<file path="config.mk">
export PLATFORM = sky130hd
export DESIGN_NAME = lft_merge
export DESIGN_NICKNAME = d
export VERILOG_FILES = /design/src/lft_pkg.sv /design/src/lft_merge.sv
export SDC_FILE = /design/constraint.sdc
export NUM_CORES = 2
export LEC_CHECK = 0
export ABC_AREA = 1
export BUFFER_PORTS_ARGS = -buffer_cell sky130_fd_sc_hd__buf_2
export CAP_MARGIN = 20
export CORE_UTILIZATION = 50
export CTS_BUF_LIST = sky130_fd_sc_hd__clkbuf_2 sky130_fd_sc_hd__clkbuf_4 sky130_fd_sc_hd__clkbuf_8
export DETAILED_ROUTE_END_ITERATION = 8
export PLACE_DENSITY = 0.69
export SETUP_SLACK_MARGIN = 0.2
export SLEW_MARGIN = 40
export SYNTH_ARGS = -nofsm -noshare
export SYNTH_HDL_FRONTEND = slang
export SYNTH_SLANG_ARGS = --single-unit
</file>
<file path="constraint.sdc">
create_clock -name clk_i -period 18.92 [get_ports clk_i]
set_input_delay 0.946 -clock clk_i [delete_from_list [all_inputs] [get_ports clk_i]]
set_output_delay 0.946 -clock clk_i [all_outputs]
set_load 0.005 [all_outputs]
</file>
<file path="src/lft_pkg.sv">
// Shared types, widths and constants of the lane fit tracker.
// Used by the lane core, the merge stage, the top level and the checker.
package lft_pkg;

  // Field and datapath widths.
  localparam int unsigned CoefW     = 32;
  localparam int unsigned CfgW      = 10;
  localparam int unsigned CfgAddrW  = 3;
  localparam int unsigned AlphaW    = 9;
  localparam int unsigned MaxLostW  = 6;
  localparam int unsigned LostW     = 7;
  localparam int unsigned FracW     = 30;
  localparam int unsigned PxW       = 24;
  localparam int unsigned SumPxW    = 25;
  localparam int unsigned AccW      = 54;
  localparam int unsigned ProdW     = 54;
  localparam int unsigned MulAW     = 43;
  localparam int unsigned MulBW     = 11;
  localparam int unsigned SlopeW    = 44;
  localparam int unsigned OutPxW    = 12;
  localparam int unsigned HeadW     = 15;
  localparam int unsigned InDataW   = 200;
  localparam int unsigned OutDataW  = 56;

  // Heading conversion: 1800/pi in Q16, and the saturation bound.
  localparam int unsigned HeadKW = 26;
  localparam logic [HeadKW-1:0] HEAD_K   = 26'd37549362;
  localparam logic [HeadW-1:0]  HEAD_MAX = 15'd9000;

  // Configuration register indexes.
  typedef enum logic [CfgAddrW-1:0] {
    CFG_ALPHA          = 3'd0,
    CFG_MAX_LOST       = 3'd1,
    CFG_MIN_SEPARATION = 3'd2,
    CFG_JUMP_TOLERANCE = 3'd3,
    CFG_BASE_ROW       = 3'd4,
    CFG_IMAGE_CENTER   = 3'd5
  } cfg_idx_e;

  // Configuration reset values.
  localparam logic [AlphaW-1:0]   ALPHA_RST    = 9'd77;
  localparam logic [MaxLostW-1:0] MAX_LOST_RST = 6'd12;
  localparam logic [CfgW-1:0]     MIN_SEP_RST  = 10'd150;
  localparam logic [CfgW-1:0]     JUMP_TOL_RST = 10'd60;
  localparam logic [CfgW-1:0]     BASE_ROW_RST = 10'd479;
  localparam logic [CfgW-1:0]     CENTER_RST   = 10'd320;

  // Micro-operation sequence, issued to both lanes and the merge stage each cycle.
  localparam int unsigned OpW = 5;
  typedef enum logic [OpW-1:0] {
    LOP_NOP     = 5'd0,
    LOP_EVN_AY  = 5'd1,
    LOP_EVN_AYY = 5'd2,
    LOP_EVN_BY  = 5'd3,
    LOP_EVO_AY  = 5'd4,
    LOP_EVO_AYY = 5'd5,
    LOP_EVO_BY  = 5'd6,
    LOP_EVO_END = 5'd7,
    LOP_EVO_X   = 5'd8,
    LOP_BL_A    = 5'd9,
    LOP_BL_B    = 5'd10,
    LOP_BL_C    = 5'd11,
    LOP_UPDATE  = 5'd12,
    LOP_EVT_AY  = 5'd13,
    LOP_EVT_AYY = 5'd14,
    LOP_EVT_BY  = 5'd15,
    LOP_EVT_END = 5'd16,
    LOP_EVT_X   = 5'd17,
    LOP_MRG_SUM = 5'd18,
    LOP_MRG_MUL = 5'd19,
    LOP_MRG_OUT = 5'd20
  } lane_op_e;

  // Per-lane decision from the merge stage.
  typedef struct packed {
    logic take;
    logic lose;
  } lane_dec_t;

  // What a lane reports to the merge stage.
  typedef struct packed {
    logic                     found;
    logic                     valid;
    logic                     plausible;
    logic signed [PxW-1:0]    x_new;
    logic signed [PxW-1:0]    x_trk;
    logic signed [SlopeW-1:0] slope;
  } lane_stat_t;

  // One result item.
  typedef struct packed {
    logic                     publish;
    logic                     left_ok;
    logic                     right_ok;
    logic signed [OutPxW-1:0] left_base_x;
    logic signed [OutPxW-1:0] right_base_x;
    logic signed [OutPxW-1:0] offset_px;
    logic signed [HeadW-1:0]  heading_tenths;
  } result_t;

endpackage

</file>
<file path="src/lft_merge.sv">
// Merge stage: decides per line whether to take the new fit or count a lost frame,
// and forms base positions, center offset and heading. Depends on lft_pkg.
module lft_merge (
  input  logic                     clk_i,
  input  logic                     rst_ni,
  input  lft_pkg::lane_op_e        op_i,
  input  logic                     overexposed_i,
  input  lft_pkg::lane_stat_t      stat_l_i,
  input  lft_pkg::lane_stat_t      stat_r_i,
  input  logic [lft_pkg::CfgW-1:0] min_sep_i,
  input  logic [lft_pkg::CfgW-1:0] center_i,
  output lft_pkg::lane_dec_t       dec_l_o,
  output lft_pkg::lane_dec_t       dec_r_o,
  output lft_pkg::result_t         res_o
);
  import lft_pkg::*;

  localparam int unsigned OffW      = 26;
  localparam int unsigned SumSlopeW = SlopeW + 1;
  localparam int unsigned HeadMagW  = 37;
  localparam int unsigned HeadProdW = HeadMagW + HeadKW;
  localparam int unsigned HeadRndW  = HeadProdW - 47;
  localparam logic signed [OffW-1:0] PxMax = 26'sd2047;
  localparam logic signed [OffW-1:0] PxMin = -26'sd2048;
  localparam logic [SumSlopeW-1:0] HeadClamp =
    {{(SumSlopeW-HeadMagW){1'b0}}, 1'b1, {(HeadMagW-1){1'b0}}};
  localparam logic [HeadProdW-1:0] HeadRound =
    {{(HeadProdW-47){1'b0}}, 1'b1, {46{1'b0}}};

  // Saturate a pixel value to the output range.
  function automatic logic signed [OutPxW-1:0] sat_px(input logic signed [OffW-1:0] v);
    if (v > PxMax) begin
      return PxMax[OutPxW-1:0];
    end else if (v < PxMin) begin
      return PxMin[OutPxW-1:0];
    end
    return v[OutPxW-1:0];
  endfunction

  lane_dec_t                   dec_l_q, dec_r_q, dec_l_d, dec_r_d;
  logic signed [OutPxW-1:0]    lx_q, rx_q, off_q, lx_d, rx_d, off_d;
  logic signed [SumPxW-1:0]    sum_q, sum_d, half;
  logic                        neg_q, neg_d;
  logic [HeadMagW-1:0]         mag_q, mag_d;
  logic [HeadProdW-1:0]        hprod_q, hprod_d, hrnd;
  logic signed [SumPxW-1:0]    sep;
  logic                        sep_bad;
  logic signed [SumSlopeW-1:0] s_sum;
  logic [SumSlopeW-1:0]        s_abs;
  logic [HeadRndW-1:0]         hmag;
  logic [HeadW-1:0]            hsat;
  logic signed [OffW-1:0]      off_full;
  logic                        publish;

  // Take or lose decision for both lines.
  assign sep     = {stat_r_i.x_new[PxW-1], stat_r_i.x_new}
                 - {stat_l_i.x_new[PxW-1], stat_l_i.x_new};
  assign sep_bad = sep < $signed({{(SumPxW-CfgW){1'b0}}, min_sep_i});

  always_comb begin
    dec_l_d = dec_l_q;
    dec_r_d = dec_r_q;
    if (op_i == LOP_BL_A) begin
      if (overexposed_i) begin
        dec_l_d = '{take: 1'b0, lose: 1'b1};
        dec_r_d = '{take: 1'b0, lose: 1'b1};
      end else if (stat_l_i.found && stat_r_i.found) begin
        dec_l_d = '{take: !sep_bad, lose: sep_bad};
        dec_r_d = '{take: !sep_bad, lose: sep_bad};
      end else begin
        dec_l_d.take = stat_l_i.found && stat_l_i.plausible;
        dec_l_d.lose = !dec_l_d.take;
        dec_r_d.take = stat_r_i.found && stat_r_i.plausible;
        dec_r_d.lose = !dec_r_d.take;
      end
    end
  end

  // Output stages: sums and slope clamp, then heading product and offset.
  // The half sum truncates toward zero: a negative sum is moved up by one first.
  assign s_sum    = {stat_l_i.slope[SlopeW-1], stat_l_i.slope}
                  + {stat_r_i.slope[SlopeW-1], stat_r_i.slope};
  assign s_abs    = s_sum[SumSlopeW-1] ? -s_sum : s_sum;
  assign half     = $signed(sum_q + {{(SumPxW-1){1'b0}}, sum_q[SumPxW-1]}) >>> 1;
  assign off_full = {half[SumPxW-1], half} - $signed({{(OffW-CfgW){1'b0}}, center_i});

  always_comb begin
    lx_d    = lx_q;
    rx_d    = rx_q;
    sum_d   = sum_q;
    neg_d   = neg_q;
    mag_d   = mag_q;
    hprod_d = hprod_q;
    off_d   = off_q;
    case (op_i)
      LOP_MRG_SUM: begin
        lx_d  = sat_px({{(OffW-PxW){stat_l_i.x_trk[PxW-1]}}, stat_l_i.x_trk});
        rx_d  = sat_px({{(OffW-PxW){stat_r_i.x_trk[PxW-1]}}, stat_r_i.x_trk});
        sum_d = {stat_l_i.x_trk[PxW-1], stat_l_i.x_trk}
              + {stat_r_i.x_trk[PxW-1], stat_r_i.x_trk};
        neg_d = s_sum[SumSlopeW-1];
        mag_d = (s_abs > HeadClamp) ? HeadClamp[HeadMagW-1:0] : s_abs[HeadMagW-1:0];
      end
      LOP_MRG_MUL: begin
        hprod_d = mag_q * HEAD_K;
        off_d   = sat_px(off_full);
      end
      default: begin
        hprod_d = hprod_q;
      end
    endcase
  end

  // Heading rounding and saturation.
  assign hrnd    = hprod_q + HeadRound;
  assign hmag    = hrnd[HeadProdW-1:47];
  assign hsat    = (hmag > HeadRndW'(HEAD_MAX)) ? HEAD_MAX : hmag[HeadW-1:0];
  assign publish = stat_l_i.valid && stat_r_i.valid;

  always_ff @(posedge clk_i or negedge rst_ni) begin
    if (!rst_ni) begin
      dec_l_q <= '0;
      dec_r_q <= '0;
    end else begin
      dec_l_q <= dec_l_d;
      dec_r_q <= dec_r_d;
    end
  end

  always_ff @(posedge clk_i) begin
    lx_q    <= lx_d;
    rx_q    <= rx_d;
    sum_q   <= sum_d;
    neg_q   <= neg_d;
    mag_q   <= mag_d;
    hprod_q <= hprod_d;
    off_q   <= off_d;
  end

  assign dec_l_o = dec_l_q;
  assign dec_r_o = dec_r_q;

  assign res_o.publish        = publish;
  assign res_o.left_ok        = stat_l_i.valid;
  assign res_o.right_ok       = stat_r_i.valid;
  assign res_o.left_base_x    = publish ? lx_q : '0;
  assign res_o.right_base_x   = publish ? rx_q : '0;
  assign res_o.offset_px      = publish ? off_q : '0;
  assign res_o.heading_tenths = !publish ? '0 : (neg_q ? -hsat : hsat);

endmodule

</file>
After elaboration in Yosys (flattened, before gate mapping)
Index checks and enable logic that the tools add are counted.
Cells by class
  add/subtract/negate cells: 8
  multiply operators: 1
  reduce and logical (&&, ||, !) cells: 7
  order comparisons: 9
  equality and inequality tests: 3
  mux-type cells: 29
Operators with widths (number)
  $mux W12: 12
  $add A63 B47 Y63 const B: 1
  $mul A37 B25 Y62 const B: 1
  $gt A24 B12 Y1 const B: 2
  $lt A24 B12 Y1 const B: 2
  $add A44 B44 Y45: 1
  $gt A45 B37 Y1 const B: 1
  $mux W15: 3
  $mux W45: 1
  $neg A45 Y45: 1
  $add A24 B24 Y25: 1
  $add A25 B1 Y25: 1
  $gt A25 B12 Y1 const B: 1
  $lt A25 B11 Y1: 1
  $lt A25 B12 Y1 const B: 1
  $sub A24 B11 Y25: 1
  $sub A24 B24 Y25: 1
  $gt A16 B14 Y1 const B: 1
  $neg A15 Y15: 1
  $eq A5 B5 Y1 const B: 2
  $mux W1: 9
  $mux W2: 4
  $eq A5 B4 Y1 const B: 1
  $logic_and A1 B1 Y1: 4
  $logic_not A1 Y1: 3
Word-level totals
  output and inout bits: 58
  logic and storage cells: 68
  register bits after elaboration: 165

Longest topological paths before layout
  depth after elaboration: 7
  gate-level depth with buffers: 32
  mapped depth without buffers: 31

Worst setup path after synthesis
No wires, ideal clock.
  kind: input to register
  start point: input op_i[3]
  end point: register lx_q[0] (enable)
  path buffers: 0
  data arrival time: 9.461 ns
  cell stages on the path: 2
  data required time: 18.173 ns
  path slack: 8.712 ns
  cells stage by stage: or2_2 -> nor4_1
Between the ends
  longest elaborated chain between the ends: 1
RTL lines
  start, declared: line lft_merge.sv:6  | input lft_pkg::lane_op_e op_i,
  $eq A5 B5 Y1: line lft_merge.sv:95  | case (op_i)
  end signal, assigned: line lft_merge.sv:131  | lx_q <= lx_d;
  end, declared: line lft_merge.sv:41  | logic signed [OutPxW-1:0] lx_q, rx_q, off_q, lx_d, rx_d, off_d;
Every way passes these cells.
A chain may end at the register's enable or synchronous reset.

Worst setup path after layout
  start point: register mag_q[23]
  end point: register hprod_q[62], data pin
Between the ends
  longest elaborated chain between the ends: 1
RTL lines
  start, declared: line lft_merge.sv:44  | logic [HeadMagW-1:0] mag_q, mag_d;
  start signal, assigned: line lft_merge.sv:135  | mag_q <= mag_d;
  $mul A37 B25 Y62: line lft_merge.sv:105  | hprod_d = mag_q * HEAD_K;
  end signal, assigned: line lft_merge.sv:136  | hprod_q <= hprod_d;
  end, declared: line lft_merge.sv:45  | logic [HeadProdW-1:0] hprod_q, hprod_d, hrnd;
Every way passes these cells.

==> out/qor.csv <==
stage,metric,value,unit
critical_path,cp.arrival,7010,ps
pwr,swShare,57.9,%
yosys,ys_top_cells_by_area,"fa_1 25%, ha_1 18%, inv_1 12%",
global_routing,grt_max_degree,88,
timing,finalWorstPathRequiredPeriod,6730,ps
global_routing,grt-ovfl-total,0,
route,via_per_inst,5.11,
cells_and_area,nFillCells,5893,
pwr,pwr-share-clk,5.0,%
placed_design,port_buffers,275,
yosys,yosysSeqAreaShare,11.7,%
clock_tree,cts_setup_buffers,0,
floorplan,die_h,250,um
pwr,p_sw,2.71,mW
floorplan,die_x,250,um
clock_tree,cts.clk_slew.worst_paths,90,ps
pwr,ir_drop,0.000195,V
timing,max-slew-margin-rel,50.5,%
clock_tree,cts_inserted_buffers,17,
clock_tree,cts_sinks,120,
floorplan,ioPinCount,276,
route,wl_per_cell,16.6,um
clock_tree,clock-root-buffer,clkbuf_8,
outcome,status,finished clean,
critical_path,crit_cells,24,
yosys,synth-compound-area-share,6.85,%
cells_and_area,drive_gt1_share,9.23,%
pwr,combPwrFrac,87.1,%
critical_path,worst_setup_path_start_kind,register,
clock_tree,cts_resized,0,
cells_and_area,area_delta_synth_final,8.65,%
global_routing,grt_use_met3,3.46,%
yosys,synth_edf_count,116,
critical_path,reg2reg_slack,12190,ps
clock_tree,postCtsHoldBufs,0,
yosys,yosys_register_bits,120,
global_routing,antenna_found_initial,1,
yosys,synthAdderAreaFrac,42.8,%
cells_and_area,final_nets,5366,
route,wl,85000,um
timing,rsz0062_at_grt,no,
yosys,netlist_instances,4058,
timing,finClkSkew,18.3,ps
global_routing,grt_pass1_wl,138000,um
global_routing,grt-busiest-layer,met2,
global_routing,grt_use_met2,48.0,%
critical_path,cp_data_required_time,19200,ps
critical_path,critPathMaxFanout,6,
timing,fmax,149,MHz
clock_tree,cts_tree,yes,
route,vias,26200,
yosys,muxShareOfSynthArea,0,%
route,drt_first_pass_iters,6,
cells_and_area,mostFrequentLayoutCells,"1006 x inv_1, 873 x nand2_1, 430 x ha_1",
critical_path,cp_num_buf_inv,6,
clock_tree,clock_path_buffers,2,
clock_tree,clk_latency,520,ps
yosys,synthFlopType,edfxtp_1,
critical_path,cp-end-kind,register,
global_routing,gr-usage-met1,37.9,%
critical_path,cp_slowest_stage_delay,570,ps
timing,hold_slack,231,ps
yosys,yosysTopAreaCell,fa_1,
route,antenna_left,0,
min_path,hold_class,input pin to asynchronous set/reset pin,
floorplan,core,0.0605,mm2
pwr,seqPwrFrac,7.9,%
yosys,synth_top_area_share,25.2,%
yosys,yosys.area_share.simple,21.4,%
yosys,netlist_area,0.0307,mm2
critical_path,path_cells,ha_1 -> inv_1 -> fa_1 -> inv_1 -> fa_1 -> fa_1 -> fa_1 -> fa_1 -> inv_1 -> fa_1 -> inv_1 -> ha_1 -> nand2_1 -> nor2_1 -> inv_1 -> nor2_1 -> inv_1 -> nor4_1 -> a211oi_1 -> nand3_1 -> nand2_1 -> nand3_1 -> nand2_1 -> xnor2_1,
route,drt_iter0_drc,1599,
yosys,synth_xor_area_share,4.39,%
cells_and_area,final_common_cell,inv_1,
floorplan,start_util,50.7,%
global_routing,grt_usage,28.2,%
pwr,powerDensity,140,mW/mm2
yosys,synth_cell_type_count,56,
timing,setup_viol_count_final,0,
yosys,avgSynthCellArea,7.55,um2
timing,finalCritPeriodShare,35.6,%
yosys,synth_fp_nets,5092,
critical_path,worst_path_max_delay_cell,edfxtp_1,
pwr,power_leakage,18.0,nW
floorplan,rows,90,
critical_path,cp_top_family,adder cells,
timing,finalMaxSlewViolations,0,
critical_path,r2r_cells,24,
yosys,synth-async-reset-ratio,3.33,%
yosys,yosysWarnings,0,
timing,finalSetupTns,0,ps
placed_design,dpl.hpwl,75200,um
timing,max_slew.worst_pin.slew,742,ps
pwr,power.internal,1.97,mW
route,drc_errors,0,
clock_tree,htree_num_levels,4,
run,max_cap_violations,0,
critical_path,crit_type,register to register,
yosys,synth_top_family_by_area,adder cells,
floorplan,die-area,0.0623,mm2
timing,hold_viol,0,
global_routing,grt_pass1_vias,26400,
placed_design,gp_congestion,1.01,
## cell type report
class                           count  area (um2)  area share (%)
Antenna cell                        1        2.50         0.00751
Clock buffer                       17         234           0.702
Clock inverter                     15         140           0.421
Inverter                         1013        3800            11.4
Multi-Input combinational cell   2899       23100            69.5
Sequential cell                   120        3580            10.8
Tap cell                          782         978            2.94
Timing Repair Buffer              281        1430            4.29
## flip-flops by register name, indices dropped and copies added (netlist names)
register / cells
rx_q: 12
sum_q: 25
neg_q: 1
mag_q: 37
dec_r_o: 2
dec_l_o: 2
lx_q: 12
off_q: 12
hprod_q: 17
## synth_stat cells, types with 4 or more instances
cell type,count
inv_1,1006
nand2_1,873
ha_1,430
fa_1,386
nor2_1,330
a21oi_1,175
nand3_1,160
edfxtp_1,116
xor2_1,105
o21ai_0,96
nand4_1,49
nor2_2,45
xnor2_1,45
nor3_1,30
nor4_1,21
a31oi_1,17
nand3b_1,15
nand2_2,13
o21a_1,13
o21bai_1,12
clkbuf_1,11
a21o_1,10
a21boi_0,9
or2_2,8
a211oi_1,6
buf_2,6
inv_2,6
o211ai_1,6
nor3b_1,5
buf_4,4
buf_6,4
dfrtp_1,4
o31ai_1,4
## final timing paths
check / from / to
max in group asynchronous: rst_ni / dec_l_o[1]
worst max register to register: mag_q[23] / hprod_q[62]
min in group clk_i: dec_l_o[0] / dec_l_o[0]
worst min register to register: dec_l_o[0] / dec_l_o[0]
worst min-delay path: rst_ni / dec_l_o[0]
worst max-delay path: mag_q[23] / hprod_q[62]
## kinds of logic after synthesis
kind of cell	after synthesis
DFF	120
xor gates and xnor gates	152
buffers and inverters	1039
adders and majority gates	816
and+or+nand+nor	1560
AOI/OAI and AO/OA	371
## metrics by stage
step                      total power, mW  util (%)  cells  area [um2]  setup slack (ps)
after detailed placement             4.39      54.5   5095       32900             12210
after floorplan                      3.38         -   4058       30700              8710
after global placement               4.38      54.4   5095       32900             12210
after global routing                 5.32      55.1   5128       33300             11890
after CTS                            4.66      55.1   5127       33300             12220
final                                4.67      55.1   5128       33300             12190
## routing by layer
metal | vias up | share of wire [%]
met4 | 0 | 2.1
met2 | 609 | 47
met5 | - | 0
li1 | 13100 | -
met1 | 12400 | 46
met3 | 101 | 4.5
## worst reg2reg max path: stages (launching register included)
cell,delay (ps)
edfxtp_1,570
ha_1,470
inv_1,160
fa_1,560
inv_1,50
fa_1,530
fa_1,460
fa_1,530
fa_1,560
inv_1,60
fa_1,530
inv_1,40
ha_1,320
nand2_1,100
nor2_1,150
inv_1,50
nor2_1,260
inv_1,140
nor4_1,280
a211oi_1,140
nand3_1,160
nand2_1,110
nand3_1,80
nand2_1,60
xnor2_1,120
## power by group through the flow
stage / logic [mW] / registers, mW / clock network [mW]
finish: 4.07 / 0.367 / 0.235
global route: 4.70 / 0.369 / 0.250
CTS: 4.05 / 0.367 / 0.241
detailed placement: 4.02 / 0.373 / 0
global placement: 4.00 / 0.373 / 0
floorplan: 3.01 / 0.370 / 0
No activity file was read; power rests on OpenSTA's default activity.
