$ cat src/lft_pkg.sv
// Shared types, widths and constants of the lane fit tracker.
// Used by the lane core, the merge stage, the top level and the checker.
package lft_pkg;

  // Field and datapath widths.
  localparam int unsigned CoefW     = 32;
  localparam int unsigned CfgW      = 10;
  localparam int unsigned CfgAddrW  = 3;
  localparam int unsigned AlphaW    = 9;
  localparam int unsigned MaxLostW  = 6;
  localparam int unsigned LostW     = 7;
  localparam int unsigned FracW     = 30;
  localparam int unsigned PxW       = 24;
  localparam int unsigned SumPxW    = 25;
  localparam int unsigned AccW      = 54;
  localparam int unsigned ProdW     = 54;
  localparam int unsigned MulAW     = 43;
  localparam int unsigned MulBW     = 11;
  localparam int unsigned SlopeW    = 44;
  localparam int unsigned OutPxW    = 12;
  localparam int unsigned HeadW     = 15;
  localparam int unsigned InDataW   = 200;
  localparam int unsigned OutDataW  = 56;

  // Heading conversion: 1800/pi in Q16, and the saturation bound.
  localparam int unsigned HeadKW = 26;
  localparam logic [HeadKW-1:0] HEAD_K   = 26'd37549362;
  localparam logic [HeadW-1:0]  HEAD_MAX = 15'd9000;

  // Configuration register indexes.
  typedef enum logic [CfgAddrW-1:0] {
    CFG_ALPHA          = 3'd0,
    CFG_MAX_LOST       = 3'd1,
    CFG_MIN_SEPARATION = 3'd2,
    CFG_JUMP_TOLERANCE = 3'd3,
    CFG_BASE_ROW       = 3'd4,
    CFG_IMAGE_CENTER   = 3'd5
  } cfg_idx_e;

  // Configuration reset values.
  localparam logic [AlphaW-1:0]   ALPHA_RST    = 9'd77;
  localparam logic [MaxLostW-1:0] MAX_LOST_RST = 6'd12;
  localparam logic [CfgW-1:0]     MIN_SEP_RST  = 10'd150;
  localparam logic [CfgW-1:0]     JUMP_TOL_RST = 10'd60;
  localparam logic [CfgW-1:0]     BASE_ROW_RST = 10'd479;
  localparam logic [CfgW-1:0]     CENTER_RST   = 10'd320;

  // Micro-operation sequence, issued to both lanes and the merge stage each cycle.
  localparam int unsigned OpW = 5;
  typedef enum logic [OpW-1:0] {
    LOP_NOP     = 5'd0,
    LOP_EVN_AY  = 5'd1,
    LOP_EVN_AYY = 5'd2,
    LOP_EVN_BY  = 5'd3,
    LOP_EVO_AY  = 5'd4,
    LOP_EVO_AYY = 5'd5,
    LOP_EVO_BY  = 5'd6,
    LOP_EVO_END = 5'd7,
    LOP_EVO_X   = 5'd8,
    LOP_BL_A    = 5'd9,
    LOP_BL_B    = 5'd10,
    LOP_BL_C    = 5'd11,
    LOP_UPDATE  = 5'd12,
    LOP_EVT_AY  = 5'd13,
    LOP_EVT_AYY = 5'd14,
    LOP_EVT_BY  = 5'd15,
    LOP_EVT_END = 5'd16,
    LOP_EVT_X   = 5'd17,
    LOP_MRG_SUM = 5'd18,
    LOP_MRG_MUL = 5'd19,
    LOP_MRG_OUT = 5'd20
  } lane_op_e;

  // Per-lane decision from the merge stage.
  typedef struct packed {
    logic take;
    logic lose;
  } lane_dec_t;

  // What a lane reports to the merge stage.
  typedef struct packed {
    logic                     found;
    logic                     valid;
    logic                     plausible;
    logic signed [PxW-1:0]    x_new;
    logic signed [PxW-1:0]    x_trk;
    logic signed [SlopeW-1:0] slope;
  } lane_stat_t;

  // One result item.
  typedef struct packed {
    logic                     publish;
    logic                     left_ok;
    logic                     right_ok;
    logic signed [OutPxW-1:0] left_base_x;
    logic signed [OutPxW-1:0] right_base_x;
    logic signed [OutPxW-1:0] offset_px;
    logic signed [HeadW-1:0]  heading_tenths;
  } result_t;

endpackage

$ cat src/lft_lane.sv
// One lane of the tracker: smoothed fit state of one line and a shared multiplier
// that evaluates fits at the base row and blends new fits. Depends on lft_pkg.
module lft_lane (
  input  logic                          clk_i,
  input  logic                          rst_ni,
  input  lft_pkg::lane_op_e             op_i,
  input  logic                          load_i,
  input  logic                          found_i,
  input  logic [lft_pkg::CoefW-1:0]     a_i,
  input  logic [lft_pkg::CoefW-1:0]     b_i,
  input  logic [lft_pkg::CoefW-1:0]     c_i,
  input  logic [lft_pkg::CfgW-1:0]      y_i,
  input  logic [lft_pkg::AlphaW-1:0]    alpha_i,
  input  logic [lft_pkg::CfgW-1:0]      tol_i,
  input  logic [lft_pkg::MaxLostW-1:0]  max_lost_i,
  input  lft_pkg::lane_dec_t            dec_i,
  output lft_pkg::lane_stat_t           stat_o
);
  import lft_pkg::*;

  localparam logic [AccW-1:0] TruncBias = {{(AccW-FracW){1'b0}}, {FracW{1'b1}}};
  localparam logic [AlphaW-1:0] AlphaOne = 9'd256;

  // Truncate a Q30 position toward zero to whole pixels.
  function automatic logic signed [PxW-1:0] px_trunc(input logic signed [AccW-1:0] v);
    logic [AccW-1:0] biased;
    biased = v + (v[AccW-1] ? TruncBias : '0);
    return biased[AccW-1:FracW];
  endfunction

  // Smoothed coefficient: floor((al*(new-old) + 256*old + 128) / 256).
  function automatic logic signed [CoefW-1:0] blend_fn(input logic [ProdW-1:0] p,
                                                       input logic signed [CoefW-1:0] old);
    logic [ProdW-1:0] sum;
    sum = p + {{(ProdW-CoefW-8){old[CoefW-1]}}, old, 8'b0} + ProdW'(128);
    return sum[CoefW+7:8];
  endfunction

  function automatic logic signed [MulAW-1:0] sx(input logic signed [CoefW:0] v);
    return {{(MulAW-CoefW-1){v[CoefW]}}, v};
  endfunction

  function automatic logic [AccW-1:0] c_term(input logic signed [CoefW-1:0] v);
    return {{(AccW-CoefW-10){v[CoefW-1]}}, v, 10'b0};
  endfunction

  // Fit state and working registers.
  logic                     found_q, found_d;
  logic                     valid_q, valid_d;
  logic [LostW-1:0]         lost_q, lost_d, lost_inc;
  logic signed [CoefW-1:0]  new_a_q, new_b_q, new_c_q, new_a_d, new_b_d, new_c_d;
  logic signed [CoefW-1:0]  trk_a_q, trk_b_q, trk_c_q, trk_a_d, trk_b_d, trk_c_d;
  logic signed [CoefW-1:0]  bla_q, blb_q, bla_d, blb_d;
  logic [ProdW-1:0]         prod_q;
  logic [AccW-1:0]          acc_q, acc_d;
  logic signed [PxW-1:0]    xn_q, xo_q, xt_q, xn_d, xo_d, xt_d;
  logic signed [SlopeW-1:0] slope_q, slope_d;

  logic [AlphaW-1:0]        al;
  logic signed [MulBW-1:0]  y_s, al_s, mul_b;
  logic signed [MulAW-1:0]  mul_a;
  logic signed [ProdW-1:0]  mul_p;
  logic signed [CoefW:0]    da, db, dc;
  logic signed [SumPxW-1:0] dx, adx;
  logic                     plausible;

  // Operand selection for the shared multiplier.
  assign al   = (alpha_i > AlphaOne) ? AlphaOne : alpha_i;
  assign y_s  = $signed({1'b0, y_i});
  assign al_s = $signed({{(MulBW-AlphaW){1'b0}}, al});
  assign da   = {new_a_q[CoefW-1], new_a_q} - {trk_a_q[CoefW-1], trk_a_q};
  assign db   = {new_b_q[CoefW-1], new_b_q} - {trk_b_q[CoefW-1], trk_b_q};
  assign dc   = {new_c_q[CoefW-1], new_c_q} - {trk_c_q[CoefW-1], trk_c_q};

  always_comb begin
    mul_a = '0;
    mul_b = '0;
    case (op_i)
      LOP_EVN_AY: begin
        mul_a = sx({new_a_q[CoefW-1], new_a_q});
        mul_b = y_s;
      end
      LOP_EVN_AYY, LOP_EVO_AYY, LOP_EVT_AYY: begin
        mul_a = prod_q[MulAW-1:0];
        mul_b = y_s;
      end
      LOP_EVN_BY: begin
        mul_a = sx({new_b_q[CoefW-1], new_b_q});
        mul_b = y_s;
      end
      LOP_EVO_AY, LOP_EVT_AY: begin
        mul_a = sx({trk_a_q[CoefW-1], trk_a_q});
        mul_b = y_s;
      end
      LOP_EVO_BY, LOP_EVT_BY: begin
        mul_a = sx({trk_b_q[CoefW-1], trk_b_q});
        mul_b = y_s;
      end
      LOP_BL_A: begin
        mul_a = sx(da);
        mul_b = al_s;
      end
      LOP_BL_B: begin
        mul_a = sx(db);
        mul_b = al_s;
      end
      LOP_BL_C: begin
        mul_a = sx(dc);
        mul_b = al_s;
      end
      default: begin
        mul_a = '0;
        mul_b = '0;
      end
    endcase
  end

  assign mul_p = mul_a * mul_b;

  // Accumulation of the base-row position and capture of the derived values.
  always_comb begin
    acc_d   = acc_q;
    xn_d    = xn_q;
    xo_d    = xo_q;
    xt_d    = xt_q;
    slope_d = slope_q;
    bla_d   = bla_q;
    blb_d   = blb_q;
    case (op_i)
      LOP_EVN_BY:                          acc_d = prod_q + c_term(new_c_q);
      LOP_EVO_BY, LOP_EVT_BY:              acc_d = prod_q + c_term(trk_c_q);
      LOP_EVO_AY, LOP_EVO_END, LOP_EVT_END: acc_d = acc_q + {prod_q[ProdW-7:0], 6'b0};
      LOP_EVO_AYY:                         xn_d = px_trunc(acc_q);
      LOP_EVO_X:                           xo_d = px_trunc(acc_q);
      LOP_EVT_X:                           xt_d = px_trunc(acc_q);
      LOP_EVT_AYY: begin
        slope_d = {prod_q[SlopeW-2:0], 1'b0}
                + {{(SlopeW-CoefW-6){trk_b_q[CoefW-1]}}, trk_b_q, 6'b0};
      end
      LOP_BL_B:                            bla_d = blend_fn(prod_q, trk_a_q);
      LOP_BL_C:                            blb_d = blend_fn(prod_q, trk_b_q);
      default:                             acc_d = acc_q;
    endcase
  end

  // Jump test of a lone new fit against the current track.
  assign dx        = {xn_q[PxW-1], xn_q} - {xo_q[PxW-1], xo_q};
  assign adx       = dx[SumPxW-1] ? -dx : dx;
  assign plausible = !valid_q || (adx < $signed({{(SumPxW-CfgW){1'b0}}, tol_i}));

  // Capture of the new fit and the track update.
  assign lost_inc = lost_q + LostW'(1);

  always_comb begin
    found_d = found_q;
    new_a_d = new_a_q;
    new_b_d = new_b_q;
    new_c_d = new_c_q;
    trk_a_d = trk_a_q;
    trk_b_d = trk_b_q;
    trk_c_d = trk_c_q;
    valid_d = valid_q;
    lost_d  = lost_q;
    if (load_i) begin
      found_d = found_i;
      new_a_d = $signed(a_i);
      new_b_d = $signed(b_i);
      new_c_d = $signed(c_i);
    end
    if (op_i == LOP_UPDATE) begin
      if (dec_i.take) begin
        if (valid_q) begin
          trk_a_d = bla_q;
          trk_b_d = blb_q;
          trk_c_d = blend_fn(prod_q, trk_c_q);
        end else begin
          trk_a_d = new_a_q;
          trk_b_d = new_b_q;
          trk_c_d = new_c_q;
        end
        valid_d = 1'b1;
        lost_d  = '0;
      end else if (dec_i.lose && valid_q) begin
        lost_d  = lost_inc;
        valid_d = (lost_inc <= {1'b0, max_lost_i});
      end
    end
  end

  // Track state, cleared by reset.
  always_ff @(posedge clk_i or negedge rst_ni) begin
    if (!rst_ni) begin
      found_q <= 1'b0;
      valid_q <= 1'b0;
      lost_q  <= '0;
      trk_a_q <= '0;
      trk_b_q <= '0;
      trk_c_q <= '0;
    end else begin
      found_q <= found_d;
      valid_q <= valid_d;
      lost_q  <= lost_d;
      trk_a_q <= trk_a_d;
      trk_b_q <= trk_b_d;
      trk_c_q <= trk_c_d;
    end
  end

  // Datapath registers.
  always_ff @(posedge clk_i) begin
    new_a_q <= new_a_d;
    new_b_q <= new_b_d;
    new_c_q <= new_c_d;
    prod_q  <= mul_p;
    acc_q   <= acc_d;
    xn_q    <= xn_d;
    xo_q    <= xo_d;
    xt_q    <= xt_d;
    slope_q <= slope_d;
    bla_q   <= bla_d;
    blb_q   <= blb_d;
  end

  assign stat_o.found     = found_q;
  assign stat_o.valid     = valid_q;
  assign stat_o.plausible = plausible;
  assign stat_o.x_new     = xn_q;
  assign stat_o.x_trk     = xt_q;
  assign stat_o.slope     = slope_q;

endmodule

$ cat config.mk
export PLATFORM = sky130hd
export DESIGN_NAME = lft_lane
export DESIGN_NICKNAME = d
export VERILOG_FILES = /design/src/lft_pkg.sv /design/src/lft_lane.sv
export SDC_FILE = /design/constraint.sdc
export NUM_CORES = 2
export LEC_CHECK = 0
export BUFFER_PORTS_ARGS = -buffer_cell sky130_fd_sc_hd__buf_2
export CAP_MARGIN = 15
export CORE_AREA = 2 2 334 336
export CTS_CLUSTER_SIZE = 16
export DETAILED_ROUTE_END_ITERATION = 12
export DIE_AREA = 0 0 336 338
export REMOVE_ABC_BUFFERS = 1
export SYNTH_ARGS = -nofsm -noshare
export SYNTH_HDL_FRONTEND = slang
export SYNTH_SLANG_ARGS = --single-unit
$ cat constraint.sdc
create_clock -name clk_i -period 11.8 [get_ports clk_i]
set_input_delay 0.59 -clock clk_i [delete_from_list [all_inputs] [get_ports clk_i]]
set_output_delay 0.59 -clock clk_i [all_outputs]
set_load 0.02 [all_outputs]
Word-level counts from Yosys, hierarchy flattened
Index checks and enable logic that the tools add are counted.
{"block": "op_classes", "add_sub_neg": 17, "n_mul": 1, "order_cmp": 3, "eq_ne": 17, "muxes": 13, "reduce_logical": 13}
{"cell": "43-bit one-hot mux with 8 select lines", "count": 1}
{"cell": "54-bit adder", "count": 3}
{"cell": "54-bit one-hot mux with 3 select lines", "count": 1}
{"cell": "40-bit adder", "count": 3}
{"cell": "40-bit by 8-bit adder with 40-bit output (second input constant)", "count": 3}
{"cell": "32-bit by 32-bit subtractor with 33-bit output", "count": 3}
{"cell": "32-bit 2-to-1 mux", "count": 3}
{"cell": "54-bit by 30-bit adder with 54-bit output", "count": 1}
{"cell": "43-bit by 11-bit multiplier with 54-bit output", "count": 1}
{"cell": "44-bit adder", "count": 1}
{"cell": "5-bit by 4-bit == test with 1-bit output (second input constant)", "count": 8}
{"cell": "30-bit 2-to-1 mux", "count": 1}
{"cell": "25-bit by 11-bit < comparator with 1-bit output", "count": 1}
{"cell": "25-bit 2-to-1 mux", "count": 1}
{"cell": "25-bit negation", "count": 1}
{"cell": "24-bit by 24-bit subtractor with 25-bit output", "count": 1}
{"cell": "5-bit by 3-bit == test with 1-bit output (second input constant)", "count": 4}
{"cell": "10-bit one-hot mux with 2 select lines", "count": 1}
{"cell": "7-bit 2-to-1 mux", "count": 2}
{"cell": "5-bit by 2-bit == test with 1-bit output (second input constant)", "count": 2}
{"cell": "5-bit == test (second input constant)", "count": 2}
{"cell": "9-bit greater-than comparator (second input constant)", "count": 1}
{"cell": "9-bit 2-to-1 mux", "count": 1}
{"cell": "3-bit OR reduction", "count": 3}
{"cell": "other kinds (12)", "count": 15}
{"block": "totals", "ff_bits": 489, "in_bits": 142, "out_inout_bits": 95}

Logic depth before layout (Yosys ltp)
{"block": "logic_depth", "depth_word": 5, "depth_mapped": 38, "mapped_depth_nobuf": 37}

Worst setup path after synthesis
OpenSTA, ideal clock, no wires.
{"block": "synth_timing", "path_kind": "input to register", "from": "input port op_i[3]", "to": "register prod_q[51]", "arrival_ns": 8.936, "required_ns": 11.676, "path_slack_ns": 2.740, "path_stages": 32, "n_path_buf": 5, "cell_sequence": "clkbuf_1 nand2_1 or2_2 clkbuf_1 inv_1 clkbuf_1 buf_1 a21oi_1 o21ai_1 nand2_1 fa_1 inv_1 fa_1 fa_1 fa_1 inv_1 fa_1 inv_1 ha_1 clkbuf_1 nand4_1 nor3_1 o31ai_1 a31oi_1 nor3_1 o31a_1 o311ai_1 o221ai_1 o21a_1 nor3_1 a311oi_1 xnor2_1"}
{"block": "synth_via", "elab_chain_len": 4, "word_cells_on_any_way": 20, "cone_classes": "mul: 1; eq/ne: 12; mux: 2; reduce/logical: 5"}
{"element": "from (decl)", "line": "lft_lane.sv:6", "text": "input lft_pkg::lane_op_e op_i,"}
{"element": "5-bit by 4-bit == test with 1-bit output, or another cell as far along", "line": "lft_lane.sv:78", "text": "case (op_i)"}
{"element": "3-bit OR reduction, or another cell as far along", "line": "lft_lane.sv:78"}
{"element": "43-bit one-hot mux with 8 select lines or 10-bit one-hot mux with 2 select lines (tied branches)", "line": "lft_lane.sv:78"}
{"element": "43-bit by 11-bit multiplier with 54-bit output *", "line": "lft_lane.sv:118", "text": "assign mul_p = mul_a * mul_b;"}
{"element": "via mul_p[51]", "line": "lft_lane.sv:62", "text": "logic signed [ProdW-1:0] mul_p;"}
{"element": "to (signal assigned)", "line": "lft_lane.sv:214", "text": "prod_q <= mul_p;"}
{"element": "to (decl)", "line": "lft_lane.sv:54", "text": "logic [ProdW-1:0] prod_q;"}
Mark *: on every way through the listed nets, which the timed path passes. The rest lies on a longest branch.
A chain may end at the register's enable or synchronous reset.

Worst setup path after layout
{"block": "layout_timing", "from": "register trk_b_q[1]", "to": "register prod_q[51]"}
{"block": "layout_via", "elab_chain_len": 3}
{"element": "from (decl)", "line": "lft_lane.sv:52", "text": "logic signed [CoefW-1:0] trk_a_q, trk_b_q, trk_c_q, trk_a_d, trk_b_d, trk_c_d;"}
{"element": "from (signal assigned)", "line": "lft_lane.sv:204", "text": "trk_b_q <= trk_b_d;"}
{"element": "32-bit by 32-bit subtractor with 33-bit output", "line": "lft_lane.sv:72", "text": "assign db = {new_b_q[CoefW-1], new_b_q} - {trk_b_q[CoefW-1], trk_b_q};"}
{"element": "43-bit one-hot mux with 8 select lines *", "line": "lft_lane.sv:78"}
{"element": "43-bit by 11-bit multiplier with 54-bit output *", "line": "lft_lane.sv:118"}
{"element": "via mul_p[51]", "line": "lft_lane.sv:62"}
Marked as above.

==> metrics.txt <==
status=finished clean; Pwr Density=~150 nW/µm²; Max Clock Skew=~0.054 ns; clock latency of the later-clocked register in the worst-skew pair=~0.69 ns; via density per instance=approximately 5.7; switching power=0.00358 W; synthesized-area fraction occupied by ao, oa, aoi and oai cells=a little under a fifth; Clk Tree Root Cell=sky130_fd_sc_hd__clkbuf_16; reg2reg end=prod_q[51]; first drt pass iteration count=9; highest clock frequency the design can meet=around 100 MHz; total count of hold-check failures in the final report=0; average routed wire per standard cell=around 21 µm; GRT Util Overall=between 20 and 30%; number of placed I/O pins=237; layout-stage area growth over the synthesis result=10.1%; number of antenna violations at the first check in global routing=3; Post-Synthesis Cell Area=51200 µm²; fraction of final layout cells sized beyond drive strength 1=9.36%; startpoint of the most critical setup path=trk_b_q[1]; Starting Density=46.5%; worst rel slew slack=21.0%; total negative setup slack=0 ns; Ys Warns=0; IR drop worst, VDD=approximately 0.00011 V; part of the power in registers=a little under 30%; DIE AREA=roughly 110000 µm²; core outline area=approximately 110000 µm²; number of port buffers=235; Pint=just under 0.005 W; post-route fraction of the period consumed by the critical path=~86%; Sinks on Clock Net=just under 500; Tightest Hold Check Type=in -> reg; final layout net count=between 6k and 7k; number of flops mapped to enable cells by yosys=329; Clock Pin Slew Worst Setup and Hold Paths=approximately 0.07 ns; beginning of the worst register-to-register path=trk_b_q[1]; DRT Wirelength=around 160000 µm; horizontal die dimension=between 300 and 400 µm; CP Capture Type=flop; H-tree lvl count=2; Crit path required time=between 10 and 15 ns; most frequent cell on the critical path=sky130_fd_sc_hd__fa_1; vias=between 40k and 50k; final global-route overflow total=0; largest family of logic cells by synthesized area=adder cells; final worst setup slack=roughly 1.6 ns; adder-cell share of the synthesized area=approximately a quarter; residual antenna-violating net count after detailed routing=0; RSZ-0062 raised after global routing=no; Switching Fraction=a little over two fifths; critical path type=reg -> reg; wire length of the first global-routing pass=around 240000 µm; placed wire-length estimate=around 120000 µm; TritonCTS buffer count=60; vertical die dimension=~340 µm; transition time at the pin with the least slew margin=between 1 and 1.5 ns; Bufs on Longest Clock Path=3; worst-path cell with the longest stage delay=sky130_fd_sc_hd__a211oi_2; Max Slew Vio Count=0; Final Setup Violations=0; shortest period the worst path allows=slightly above 10 ns; reported max-cap violation count=0; critical path fanouts, max=10; R2R Setup Slk=1.62 ns; simple-gate area share of the yosys netlist=around 15%; DRC violation count after routing=0; worst r2r path cells=32; Unique masters post-synth=99; proportion of synthesized area in mux cells=under 10%; critical path arrival=approximately 11 ns; static power due to leakage=~27 nW; Post-Place Setup Slack=about 1.7 ns; worst setup path end=prod_q[51]; category of the worst setup path launch point=flop; synthesis-stage register bit count=between 400 and 500; number of cell rows=122; Seq/Total Area, Yosys=between 20% and 30%; dominant register cell in the synthesized netlist=sky130_fd_sc_hd__edfxtp_1; 1st-iter DRT viols=3725; final weighted congestion in routability-driven placement=roughly 0.95; delay of the slowest cell on the worst path=roughly 0.84 ns; share of the synthesized netlist area taken by xor and xnor gates=under 10%; pin count of the biggest net entering global routing=86; post-synthesis instance total=5615; number of global-route vias before repair=between 40k and 50k; share of flip-flops with an asynchronous set or reset=between 20% and 30%; portion of total power attributed to combinational logic=approximately 48%; Tot Pwr=between 0.008 and 0.009 W; TritonCTS clock tree=built; Post-Syn Area per Cell=about 9.1 µm²; clock group share of total power=~23%
## how the worst min path moves through the flow
stage | depth (start not counted) | end | slack [ns] | start
floorplan | 0 | found_q | 0.29 | rst_ni
global placement | 1 | found_q | 0.49 | found_q
detailed placement | 1 | found_q | 0.49 | found_q
CTS | 1 | new_c_q[21] | 0.03 | c_i[21]
global route | 1 | new_c_q[21] | 0.05 | c_i[21]
finish | 1 | new_b_q[14] | 0.08 | b_i[14]
## metal layers
layer / global-route usage [%] / part of all wire (%) / up-vias
met5: 0 / 0 / -
met4: 8.21 / 2.9 / 0
met3: 3.17 / 6.9 / 220
met2: 45.1 / 45 / 1345
met1: 38.3 / 45 / 20600
li1: - / - / 20100
## logic make-up after synthesis
group | after synthesis
compound gates | 1426
xor+xnor | 361
fa+ha+maj | 872
buf+inv | 770
flops | 488
mux | 104
other cells | 1
simple gates | 1593
## cell type report
class                      count  area [µm²]
inverter                     617        2320
clock inverter                38         419
sequential                   488       13600
tap                         1488        1860
fill                       10300       53600
antenna                        3        7.51
timing repair buffer         313        1770
clock buffer                  75        1610
multi-input combinational   4357       34800
## through the flow
step / instances / util, % / instance area, µm² / hold WS [ns]
final: 7379 / 51.3 / 56400 / 0.0755
after global routing: 7376 / 51.2 / 56400 / 0.0471
after CTS: 7375 / 51.2 / 56400 / 0.0284
after detailed placement: 7261 / 49.4 / 54400 / 0.494
after global placement: 7261 / 49.4 / 54400 / 0.485
after floorplan: 5462 / - / 50600 / 0.294
## cells in the final DEF (no fill, tap or decap), types with 54 or more instances in the layout
master and n:
sky130_fd_sc_hd__buf_2 233, sky130_fd_sc_hd__and3_1 55, sky130_fd_sc_hd__or2_2 74, sky130_fd_sc_hd__xor2_1 114, sky130_fd_sc_hd__nor2b_1 80, sky130_fd_sc_hd__nand2_1 506, sky130_fd_sc_hd__dfrtp_1 104, sky130_fd_sc_hd__edfxtp_1 329
sky130_fd_sc_hd__buf_4 78, sky130_fd_sc_hd__ha_1 501, sky130_fd_sc_hd__inv_1 614, sky130_fd_sc_hd__xnor2_1 247, sky130_fd_sc_hd__dfxtp_1 54, sky130_fd_sc_hd__o21ai_0 345, sky130_fd_sc_hd__a21o_1 189, sky130_fd_sc_hd__clkbuf_16 61
sky130_fd_sc_hd__a21oi_1 367, sky130_fd_sc_hd__mux2i_1 99, sky130_fd_sc_hd__o21a_1 73, sky130_fd_sc_hd__nand3_1 88, sky130_fd_sc_hd__nand2b_1 79, sky130_fd_sc_hd__nor2_1 464, sky130_fd_sc_hd__nor3_1 65, sky130_fd_sc_hd__fa_1 371
## critical path, delay by kind of cell (launching register included)
kind,cells,cell delay [ns]
AOI/OAI and AO/OA,10,3.61
adders and majority gates,7,3.03
and+or+nand+nor,9,2.28
DFF,1,0.47
buffers and inverters,4,0.31
xor gates and xnor gates,2,0.30
## power by group through the flow
stage          clock network, W  registers [W]  logic [W]
2_1_floorplan                 0        0.00236    0.00295
3_3_place_gp                  0        0.00252    0.00394
3_5_place_dp                  0        0.00252    0.00398
4_1_cts                 0.00194        0.00249    0.00401
5_1_grt                 0.00200        0.00251    0.00451
6_report                0.00190        0.00250    0.00406
## registers in the layout, summed over array words and instances (netlist names)
register	cells
xo_q	24
trk_a_q	32
new_b_q	32
xt_q	24
xn_q	24
new_a_q	32
blb_q	32
bla_q	32
acc_q	54
lost_q	7
valid_q	1
found_q	1
slope_q	43
trk_b_q	32
trk_c_q	32
prod_q	54
new_c_q	32
## synthesized netlist by cell type, drive strengths merged (13+ instances only)
cell       n  area share [%]
nor3      68            0.67
xor2     114             1.9
a211oi    57            0.90
dfrtp    105             5.1
nor2     468             3.4
dfxtp     54             2.1
o22ai     15            0.20
o31ai     20            0.30
a31o      13            0.22
nand2b    80            0.98
nor2b     80            0.98
and2      44            0.54
a31oi     37            0.45
ha       501              12
buf       23            0.21
fa       371              15
a22oi     19            0.28
nand3     89            0.87
inv      616             4.5
a22o      17            0.29
a21oi    368             3.6
o211ai    30            0.44
nand4     37            0.45
o2111ai   16            0.29
or3       25            0.31
o21a      73             1.1
edfxtp   329              19
xnor2    247             4.2
mux2i     99             1.9
nand2    507             3.7
and3      55            0.67
a211o     15            0.26
o21ai    353             3.5
clkbuf   130            0.95
o21bai    50            0.73
a21boi    14            0.21
a222oi    27            0.53
a21o     189             2.8
or2       82             1.0
a2111oi   15            0.48
## repair_timing
action	CTS	global route
endpoints found under the hold margin	1	0
gates resized for setup	0	0
setup buffers	0	0
hold buffers	1	0
Power figures use the tool's default switching activity.
